File: src/rtl/cfrd_pkg.sv
package cfrd_pkg;

   // fixed field widths
   localparam int unsigned ByteW   = 8;
   localparam int unsigned CountW  = 8;
   localparam int unsigned RepW    = 4;
   localparam int unsigned PlaneW  = 12;
   localparam int unsigned PixelsPerLine = 12;
   localparam int unsigned LineW   = 2 * PixelsPerLine;

   typedef logic [ByteW-1:0]  byte_type;
   typedef logic [CountW-1:0] count_type;
   typedef logic [RepW-1:0]   rep_type;
   typedef logic [PlaneW-1:0] plane_type;
   typedef logic [LineW-1:0]  line_type;

   // interleave the two bit planes, leftmost pixel in the top bits
   function automatic line_type merge_planes(input plane_type p0, input plane_type p1);
      line_type w;
      w = '0;
      for (int i = 0; i < PixelsPerLine; i++) begin
         w[2*i]   = p0[i];
         w[2*i+1] = p1[i];
      end
      return w;
   endfunction

endpackage

File: src/rtl/cfrd_if.sv
// font byte channel
interface cfrd_req_if;
   logic                valid;
   logic                ready;
   cfrd_pkg::byte_type  font_byte;
   logic                glyph_raw;
   modport source (output valid, font_byte, glyph_raw, input ready);
   modport sink   (input valid, font_byte, glyph_raw, output ready);
endinterface

// decoded line channel
interface cfrd_rsp_if;
   logic                valid;
   logic                ready;
   cfrd_pkg::line_type  line_pixels;
   logic                last_of_run;
   logic                glyph_end;
   logic                all_done;
   modport source (output valid, line_pixels, last_of_run, glyph_end, all_done, input ready);
   modport sink   (input valid, line_pixels, last_of_run, glyph_end, all_done, output ready);
endinterface

// glyph count register write channel
interface cfrd_csr_if;
   logic                valid;
   logic                ready;
   cfrd_pkg::count_type glyph_count;
   modport source (output valid, glyph_count, input ready);
   modport sink   (input valid, glyph_count, output ready);
endinterface

File: src/rtl/color_font_rle_decoder_2bpp.sv
// Channel   Direction  Word carried
// req_if    in         font_byte[7:0], glyph_raw
// rsp_if    out        line_pixels[23:0], last_of_run, glyph_end, all_done
// csr_if    in         glyph_count[7:0], always ready
//
// A font byte is taken when req_if.valid and req_if.ready are both high. A byte that completes a record then holds
// req_if.ready low while its k lines (0..15) drain, one per cycle on rsp_if unless rsp_if stalls; the line
// down-counter run_left_ff counts them out.
// Reset is synchronous, active high, and clears the decoder to "no glyph open".
// A stalled rsp_if holds the current line word and the input stays blocked.
module color_font_rle_decoder_2bpp #(
   parameter int unsigned LINES_PER_GLYPH = 18
) (
   input  logic              clock,
   input  logic              reset,
   cfrd_req_if.sink          req_if,
   cfrd_rsp_if.source        rsp_if,
   cfrd_csr_if.sink          csr_if
);

   localparam int unsigned LinesW = $clog2(LINES_PER_GLYPH + 1);
   localparam int unsigned CmpW   = (LinesW > cfrd_pkg::RepW) ? LinesW : cfrd_pkg::RepW;
   localparam logic [LinesW-1:0] LinesFull = LinesW'(LINES_PER_GLYPH);

   // byte position within a record or raw line
   localparam logic [1:0] PhWordHi   = 2'd0;
   localparam logic [1:0] PhWordLo   = 2'd1;
   localparam logic [1:0] PhPeek     = 2'd2;
   localparam logic [1:0] PhPlaneLo  = 2'd3;

   // state
   logic [1:0]           phase_ff, phase_in;
   logic [15:0]          first_word_ff, first_word_in;
   cfrd_pkg::byte_type   second_high_ff, second_high_in;
   logic                 held_ff, held_in;
   logic [LinesW-1:0]    lines_left_ff, lines_left_in;
   logic                 raw_ff, raw_in;
   logic [15:0]          raw_buf_ff, raw_buf_in;
   cfrd_pkg::count_type  glyphs_left_ff, glyphs_left_in;
   cfrd_pkg::count_type  glyph_count_ff;

   // line emitter
   cfrd_pkg::rep_type    run_left_ff, run_left_in;
   cfrd_pkg::line_type   word_ff, word_in;
   logic                 end_ff, end_in;
   logic                 done_ff, done_in;

   logic                 req_fire, rsp_fire;
   cfrd_pkg::byte_type   b;

   // shared run unit operands and results
   logic                 do_run;
   cfrd_pkg::rep_type    reps;
   cfrd_pkg::plane_type  p0, p1;
   cfrd_pkg::rep_type    k;
   logic [LinesW-1:0]    lines_after;
   logic                 run_ends;
   cfrd_pkg::count_type  glyphs_after;

   logic                 start_glyph;
   cfrd_pkg::count_type  glyph_src;

   assign b        = req_if.font_byte;
   assign req_fire = req_if.valid && req_if.ready;
   assign rsp_fire = rsp_if.valid && rsp_if.ready;

   // handshakes
   assign req_if.ready       = (run_left_ff == '0);
   assign rsp_if.valid       = (run_left_ff != '0);
   assign rsp_if.line_pixels = word_ff;
   assign rsp_if.last_of_run = (run_left_ff == cfrd_pkg::RepW'(1));
   assign rsp_if.glyph_end   = rsp_if.last_of_run && end_ff;
   assign rsp_if.all_done    = rsp_if.last_of_run && done_ff;
   assign csr_if.ready       = 1'b1;

   // operand select for the run unit
   always_comb begin
      do_run = 1'b0;
      reps   = first_word_ff[15:12];
      p0     = first_word_ff[11:0];
      p1     = first_word_ff[11:0];
      if (held_ff && raw_ff) begin
         if (phase_ff == PhPeek) begin
            do_run = 1'b1;
            reps   = cfrd_pkg::RepW'(1);
            p0     = {raw_buf_ff[11:8], raw_buf_ff[7:0]};
            p1     = {raw_buf_ff[15:12], b};
         end
      end else if (held_ff) begin
         if (phase_ff == PhPeek && b[7:4] != 4'h0) begin
            do_run = 1'b1;
         end else if (phase_ff == PhPlaneLo) begin
            do_run = 1'b1;
            p1     = {second_high_ff[3:0], b};
         end
      end
   end

   // run unit: clip repeat to lines left, detect glyph end
   always_comb begin
      if (CmpW'(reps) < CmpW'(lines_left_ff)) begin
         k = reps;
      end else begin
         k = cfrd_pkg::RepW'(lines_left_ff);
      end
      lines_after  = lines_left_ff - LinesW'(k);
      run_ends     = do_run && (k != '0) && (lines_after == '0);
      glyphs_after = glyphs_left_ff - cfrd_pkg::CountW'(1);
   end

   // byte decode
   always_comb begin
      phase_in       = phase_ff;
      first_word_in  = first_word_ff;
      second_high_in = second_high_ff;
      held_in        = held_ff;
      lines_left_in  = lines_left_ff;
      raw_in         = raw_ff;
      raw_buf_in     = raw_buf_ff;
      glyphs_left_in = glyphs_left_ff;
      start_glyph    = 1'b0;
      glyph_src      = glyphs_left_ff;

      if (req_fire) begin
         if (!held_ff) begin
            start_glyph = 1'b1;
         end else if (raw_ff) begin
            case (phase_ff)
               PhWordLo: begin
                  raw_buf_in = {raw_buf_ff[15:8], b};
                  phase_in   = PhPeek;
               end
               PhPeek: begin
                  phase_in = PhWordHi;
               end
               default: begin
                  raw_buf_in = {b, 8'h00};
                  phase_in   = PhWordLo;
               end
            endcase
         end else begin
            case (phase_ff)
               PhWordHi: begin
                  first_word_in = {b, 8'h00};
                  phase_in      = PhWordLo;
               end
               PhWordLo: begin
                  first_word_in = {first_word_ff[15:8], b};
                  phase_in      = PhPeek;
               end
               PhPeek: begin
                  if (b[7:4] != 4'h0) begin
                     // peeked byte opens the next record or glyph
                     if (run_ends) begin
                        start_glyph = 1'b1;
                        glyph_src   = glyphs_after;
                     end else begin
                        first_word_in = {b, 8'h00};
                        phase_in      = PhWordLo;
                     end
                  end else begin
                     second_high_in = b;
                     phase_in       = PhPlaneLo;
                  end
               end
               default: begin
                  phase_in = PhWordHi;
               end
            endcase
         end

         // commit the run
         if (do_run) begin
            lines_left_in = lines_after;
            if (run_ends) begin
               glyphs_left_in = glyphs_after;
               held_in        = 1'b0;
               phase_in       = PhWordHi;
            end
         end

         // open a new glyph
         if (start_glyph) begin
            if (glyph_src == '0) begin
               glyphs_left_in = (glyph_count_ff != '0) ? glyph_count_ff
                                                       : cfrd_pkg::CountW'(1);
            end else begin
               glyphs_left_in = glyph_src;
            end
            raw_in        = req_if.glyph_raw;
            lines_left_in = LinesFull;
            held_in       = 1'b1;
            phase_in      = PhWordLo;
            if (req_if.glyph_raw) begin
               raw_buf_in = {b, 8'h00};
            end else begin
               first_word_in = {b, 8'h00};
            end
         end
      end
   end

   // line emitter load and drain
   always_comb begin
      run_left_in = run_left_ff;
      word_in     = word_ff;
      end_in      = end_ff;
      done_in     = done_ff;
      if (req_fire && do_run && k != '0) begin
         run_left_in = k;
         word_in     = cfrd_pkg::merge_planes(p0, p1);
         end_in      = run_ends;
         done_in     = run_ends && (glyphs_after == '0);
      end else if (rsp_fire) begin
         run_left_in = run_left_ff - cfrd_pkg::RepW'(1);
      end
   end

   // control registers
   always_ff @(posedge clock) begin
      if (reset) begin
         phase_ff       <= PhWordHi;
         held_ff        <= 1'b0;
         lines_left_ff  <= LinesFull;
         raw_ff         <= 1'b0;
         glyphs_left_ff <= '0;
         glyph_count_ff <= cfrd_pkg::CountW'(1);
         run_left_ff    <= '0;
      end else begin
         phase_ff       <= phase_in;
         held_ff        <= held_in;
         lines_left_ff  <= lines_left_in;
         raw_ff         <= raw_in;
         glyphs_left_ff <= glyphs_left_in;
         run_left_ff    <= run_left_in;
         if (csr_if.valid && csr_if.ready) begin
            glyph_count_ff <= csr_if.glyph_count;
         end
      end
   end

   // payload registers
   always_ff @(posedge clock) begin
      first_word_ff  <= first_word_in;
      second_high_ff <= second_high_in;
      raw_buf_ff     <= raw_buf_in;
      word_ff        <= word_in;
      end_ff         <= end_in;
      done_ff        <= done_in;
   end

`ifndef SYNTH
   // an open glyph always still needs lines
   a_open_needs_lines: assert property (@(posedge clock) disable iff (reset)
      held_ff |-> (lines_left_ff != '0))
      else $error("open glyph with no lines left");

   // an open glyph always belongs to a running batch
   a_open_in_batch: assert property (@(posedge clock) disable iff (reset)
      held_ff |-> (glyphs_left_ff != '0))
      else $error("open glyph outside a batch");

   // a taken line that is not the last of its run is followed by another
   a_run_continues: assert property (@(posedge clock) disable iff (reset)
      (rsp_fire && !rsp_if.last_of_run) |=> rsp_if.valid)
      else $error("run ended early");

   // batch completion only ever coincides with a glyph end
   a_done_ends_glyph: assert property (@(posedge clock) disable iff (reset)
      (rsp_if.valid && rsp_if.all_done) |-> rsp_if.glyph_end)
      else $error("all_done without glyph_end");
`endif

endmodule

File: src/flat_wrapper.sv
// flat-port wrapper written by rule: the top's interface ports become plain ports
module color_font_rle_decoder_2bpp_flat 
#(
   parameter int unsigned LINES_PER_GLYPH = 18
)
  (clock, reset, req_if_valid, req_if_font_byte, req_if_glyph_raw, req_if_ready, rsp_if_valid, rsp_if_line_pixels, rsp_if_last_of_run, rsp_if_glyph_end, rsp_if_all_done, rsp_if_ready, csr_if_valid, csr_if_glyph_count, csr_if_ready);
  cfrd_req_if req_if_i ();
  cfrd_rsp_if rsp_if_i ();
  cfrd_csr_if csr_if_i ();
  input  logic clock;
  input  logic reset;
  input wire logic [$bits(req_if_i.valid)-1:0] req_if_valid;
  input wire logic [$bits(req_if_i.font_byte)-1:0] req_if_font_byte;
  input wire logic [$bits(req_if_i.glyph_raw)-1:0] req_if_glyph_raw;
  output wire logic [$bits(req_if_i.ready)-1:0] req_if_ready;
  output wire logic [$bits(rsp_if_i.valid)-1:0] rsp_if_valid;
  output wire logic [$bits(rsp_if_i.line_pixels)-1:0] rsp_if_line_pixels;
  output wire logic [$bits(rsp_if_i.last_of_run)-1:0] rsp_if_last_of_run;
  output wire logic [$bits(rsp_if_i.glyph_end)-1:0] rsp_if_glyph_end;
  output wire logic [$bits(rsp_if_i.all_done)-1:0] rsp_if_all_done;
  input wire logic [$bits(rsp_if_i.ready)-1:0] rsp_if_ready;
  input wire logic [$bits(csr_if_i.valid)-1:0] csr_if_valid;
  input wire logic [$bits(csr_if_i.glyph_count)-1:0] csr_if_glyph_count;
  output wire logic [$bits(csr_if_i.ready)-1:0] csr_if_ready;
  assign req_if_i.valid = req_if_valid;
  assign req_if_i.font_byte = req_if_font_byte;
  assign req_if_i.glyph_raw = req_if_glyph_raw;
  assign req_if_ready = req_if_i.ready;
  assign rsp_if_valid = rsp_if_i.valid;
  assign rsp_if_line_pixels = rsp_if_i.line_pixels;
  assign rsp_if_last_of_run = rsp_if_i.last_of_run;
  assign rsp_if_glyph_end = rsp_if_i.glyph_end;
  assign rsp_if_all_done = rsp_if_i.all_done;
  assign rsp_if_i.ready = rsp_if_ready;
  assign csr_if_i.valid = csr_if_valid;
  assign csr_if_i.glyph_count = csr_if_glyph_count;
  assign csr_if_ready = csr_if_i.ready;
  color_font_rle_decoder_2bpp #(.LINES_PER_GLYPH(LINES_PER_GLYPH)) u_core (.clock(clock), .reset(reset), .req_if(req_if_i), .rsp_if(rsp_if_i), .csr_if(csr_if_i));
endmodule
File: config.mk
export PLATFORM = sky130hd
export DESIGN_NAME = color_font_rle_decoder_2bpp_flat
export DESIGN_NICKNAME = d
export VERILOG_FILES = /design/src/rtl/cfrd_pkg.sv /design/src/rtl/cfrd_if.sv /design/src/rtl/color_font_rle_decoder_2bpp.sv /design/src/flat_wrapper.sv
export SDC_FILE = /design/constraint.sdc
export NUM_CORES = 1
export LEC_CHECK = 0
export BUFFER_PORTS_ARGS = -buffer_cell sky130_fd_sc_hd__buf_2
export CELL_PAD_IN_SITES_DETAIL_PLACEMENT = 0
export CELL_PAD_IN_SITES_GLOBAL_PLACEMENT = 1
export CORE_MARGIN = 2
export CORE_UTILIZATION = 48
export CTS_BUF_LIST = sky130_fd_sc_hd__clkbuf_8
export CTS_CLUSTER_DIAMETER = 30
export DETAILED_ROUTE_END_ITERATION = 8
export PLACE_DENSITY_LB_ADDON = 0.15
export SYNTH_ARGS = -nofsm -noshare
export SYNTH_HDL_FRONTEND = slang
export SYNTH_SLANG_ARGS = --single-unit
File: constraint.sdc
create_clock -name clock -period 6.1 [get_ports clock]
set_input_delay 0.305 -clock clock [delete_from_list [all_inputs] [get_ports clock]]
set_output_delay 0.305 -clock clock [all_outputs]
set_load 0.01 [all_outputs]
==> qor.yml <==
io_pins: 52
synth_top_area_share_pct: 35.5
rr_startpoint: "u_core.phase_ff[0]"
cp.arrival_ps: 5230
maxSlewHeadroom_pct: 15.7
row_count: 38
required_ps: 6250
syn_nets: 580
ys_seq_area_share_pct: 46.5
tritoncts: "built"
slew_viol_final: 0
dieArea_mm2: 0.0118
routedWlPerCell_um: 19.3
core_region_area_mm2: 0.0107
fin_cells: 736
final_layout_size_suffix_gt1_share_pct: 17.3
cts-root-buf: "clkbuf_8"
yosysUniqueCellTypes: 67
final_cell_mix: "62 x edfxtp_1, 57 x nor2_1, 53 x nand2_1"
cts_made_buffers: 9
avgSynthCellArea_um2: 9.66
synth_area_leaders: "edfxtp_1 35%, dfxtp_1 11%, nor2_1 4.1%"
clock.fmax_mhz: 197
clkLatencyLatePin_ps: 390
grt_max_degree: 40
period_needed_ps: 5080
wl_mm: 14.2
max-cap-violations: 0
synthCells: 543
yosysTopAreaCell: "edfxtp_1"
worst_pin_slew_ps: 1260
hold_violations: 0
grt_pass1_vias: 4284
start_util_pct: 48.8
crit_type: "flop to flop"
holdCritPathClass: "input pin to flop"
fin_crit_sh_pct: 83.3
final_common_cell: "edfxtp_1"
synthArstFlopShare_pct: 0
ctsResizeCount: 0
drc_errors: 0
antenna_found_initial: 0
rsz0062_at_grt: "false"
gp_congestion: 0.939
finClkSkew_ps: 11.5
yosysWarningCount: 0
synth_area_mm2: 0.00525
dr.first_iter.drc_count: 394
vias_per_cell: 6.16
hold_slack_ps: 133
fp.dieW_um: 109
grt_pass1_wl_mm: 22.7
io_buffers: 50
p_per_area_mw_per_mm2: 456
cts_htree_levels: 3
hp-start: "csr_if_glyph_count[0]"
area_growth_pct: 11.6
crit_start: "u_core.phase_ff[0]"
clk_pin_slew_worst_paths_ps: 100
dp_hpwl_mm: 9.86
gr-total-overflow: 0
synth_flop_cell: "edfxtp_1"
via_count: 4536
cts_sinks: 91
vdd_drop_max_mv: 0.200
antenna_cells: 0
fp.dieH_um: 109
fin_tns_setup_ps: 0
crit_fanout: 8
end_kind: "flop"
status: "finished, final reports clean"
nets: 628
dp_cells: 720
antenna_left: 0
cts_setup_buffers: 0
grt_use_total_pct: 25.5
start_kind: "flop"
first_pass_iters: 6
clk_path_buf_depth: 2
cts_hold_buf: 0
synth_edf_count: 62
p_leak_nw: 2.24
synth_seq_cells: 91
setup_viol: 0
## cell type report
type | instances | area [µm²]
Clock inverter | 7 | 75.1
Tap cell | 140 | 175
Fill cell | 1026 | 4890
Clock buffer | 9 | 124
Timing Repair Buffer | 63 | 348
Inverter | 28 | 105
Multi-Input combinational cell | 398 | 2590
Sequential cell | 91 | 2440
## metal layers
| metal | global-route usage (%) | vias up | routed length [µm] |
|---|---|---|---|
| li1 | - | 2149 | - |
| met1 | 37.0 | 2221 | 6830 |
| met2 | 37.9 | 143 | 6350 |
| met3 | 3.56 | 23 | 745 |
| met4 | 11.2 | 0 | 287 |
| met5 | 0 | - | 0 |
## state kept, by name, indices dropped and copies added, names as in the netlist
signal / count
u_core.run_left_ff: 4
u_core.rsp_if.line_pixels: 24
u_core.lines_left_ff: 5
u_core.first_word_ff: 16
u_core.raw_ff: 1
u_core.second_high_ff: 4
u_core.raw_buf_ff: 16
u_core.done_ff: 1
u_core.glyphs_left_ff: 8
u_core.phase_ff: 2
u_core.held_ff: 1
u_core.end_ff: 1
u_core.glyph_count_ff: 8
## critical path: stages (launching register included)
cell and delay (ps):
dfxtp_1 370, inv_1 100, ha_1 200, nand3_2 130, and2_1 220, ha_1 300
a211oi_2 250, or2_1 260, a22oi_1 170, ha_1 250, fa_1 430, a31oi_1 220
mux2i_1 470, a21oi_1 310, a21oi_1 470, o22ai_1 350, a22o_1 330
## metrics by stage
stage               power (W)  setup WS (ps)  cell area [µm²]  util (%)
floorplan             0.00189           1600             5250         -
global placement      0.00221           1310             5660      52.7
detailed placement    0.00224           1110             5660      52.7
CTS                   0.00267           1090             5860      54.5
global route          0.00286            609             5860      54.5
finish                0.00267           1020             5860      54.5
## Yosys cell counts (3+ instances only)
cell and number:
nand2b_1 4, nor2b_1 5, o22a_1 4, or3_1 4, inv_1 27, a22oi_1 20
a21o_1 4, xnor2_1 6, a22o_1 12, and3_1 7, nand3_1 16, dfxtp_1 29
a21oi_1 30, nor3_1 16, a2bb2oi_1 4, o31a_1 3, and2_1 7, ha_1 14
mux2i_1 10, a211oi_1 16, mux2_2 9, edfxtp_1 62, nor2_1 57, buf_2 3
a31o_2 6, a31oi_1 9, a32oi_1 3, a221o_1 6, o22ai_1 7, clkbuf_1 19
nor4_1 3, o21ai_0 23, o21ai_2 3, nand2_1 53
## cell families after synthesis
kind of cell             count (synthesis)  synth area share [%]
AND/OR/NAND/NOR                        188                  17.6
buffers and inverters                   54                  4.15
adder cells (fa/ha/maj)                 15                  3.72
XOR/XNOR                                 6                  1.00
multiplexers                            19                  3.84
other                                    1                0.0715
flip-flops                              91                  46.5
AO/OA/AOI/OAI                          169                  23.1
## worst paths after layout
check,cells past startpoint,slack [ps],endpoint
min,2,130,u_core.glyph_count_ff[0]
max reg2reg,16,1020,u_core.raw_buf_ff[14]
max,16,1020,u_core.raw_buf_ff[14]
min reg2reg,2,500,u_core.run_left_ff[1]
## power breakdown
group          switching, W  internal, W  total [W]
Combinational      0.000722     0.000472    0.00119
Clock              0.000238     0.000192   0.000430
Sequential         0.000151     0.000897    0.00105
Power figures use the tool's default switching activity.
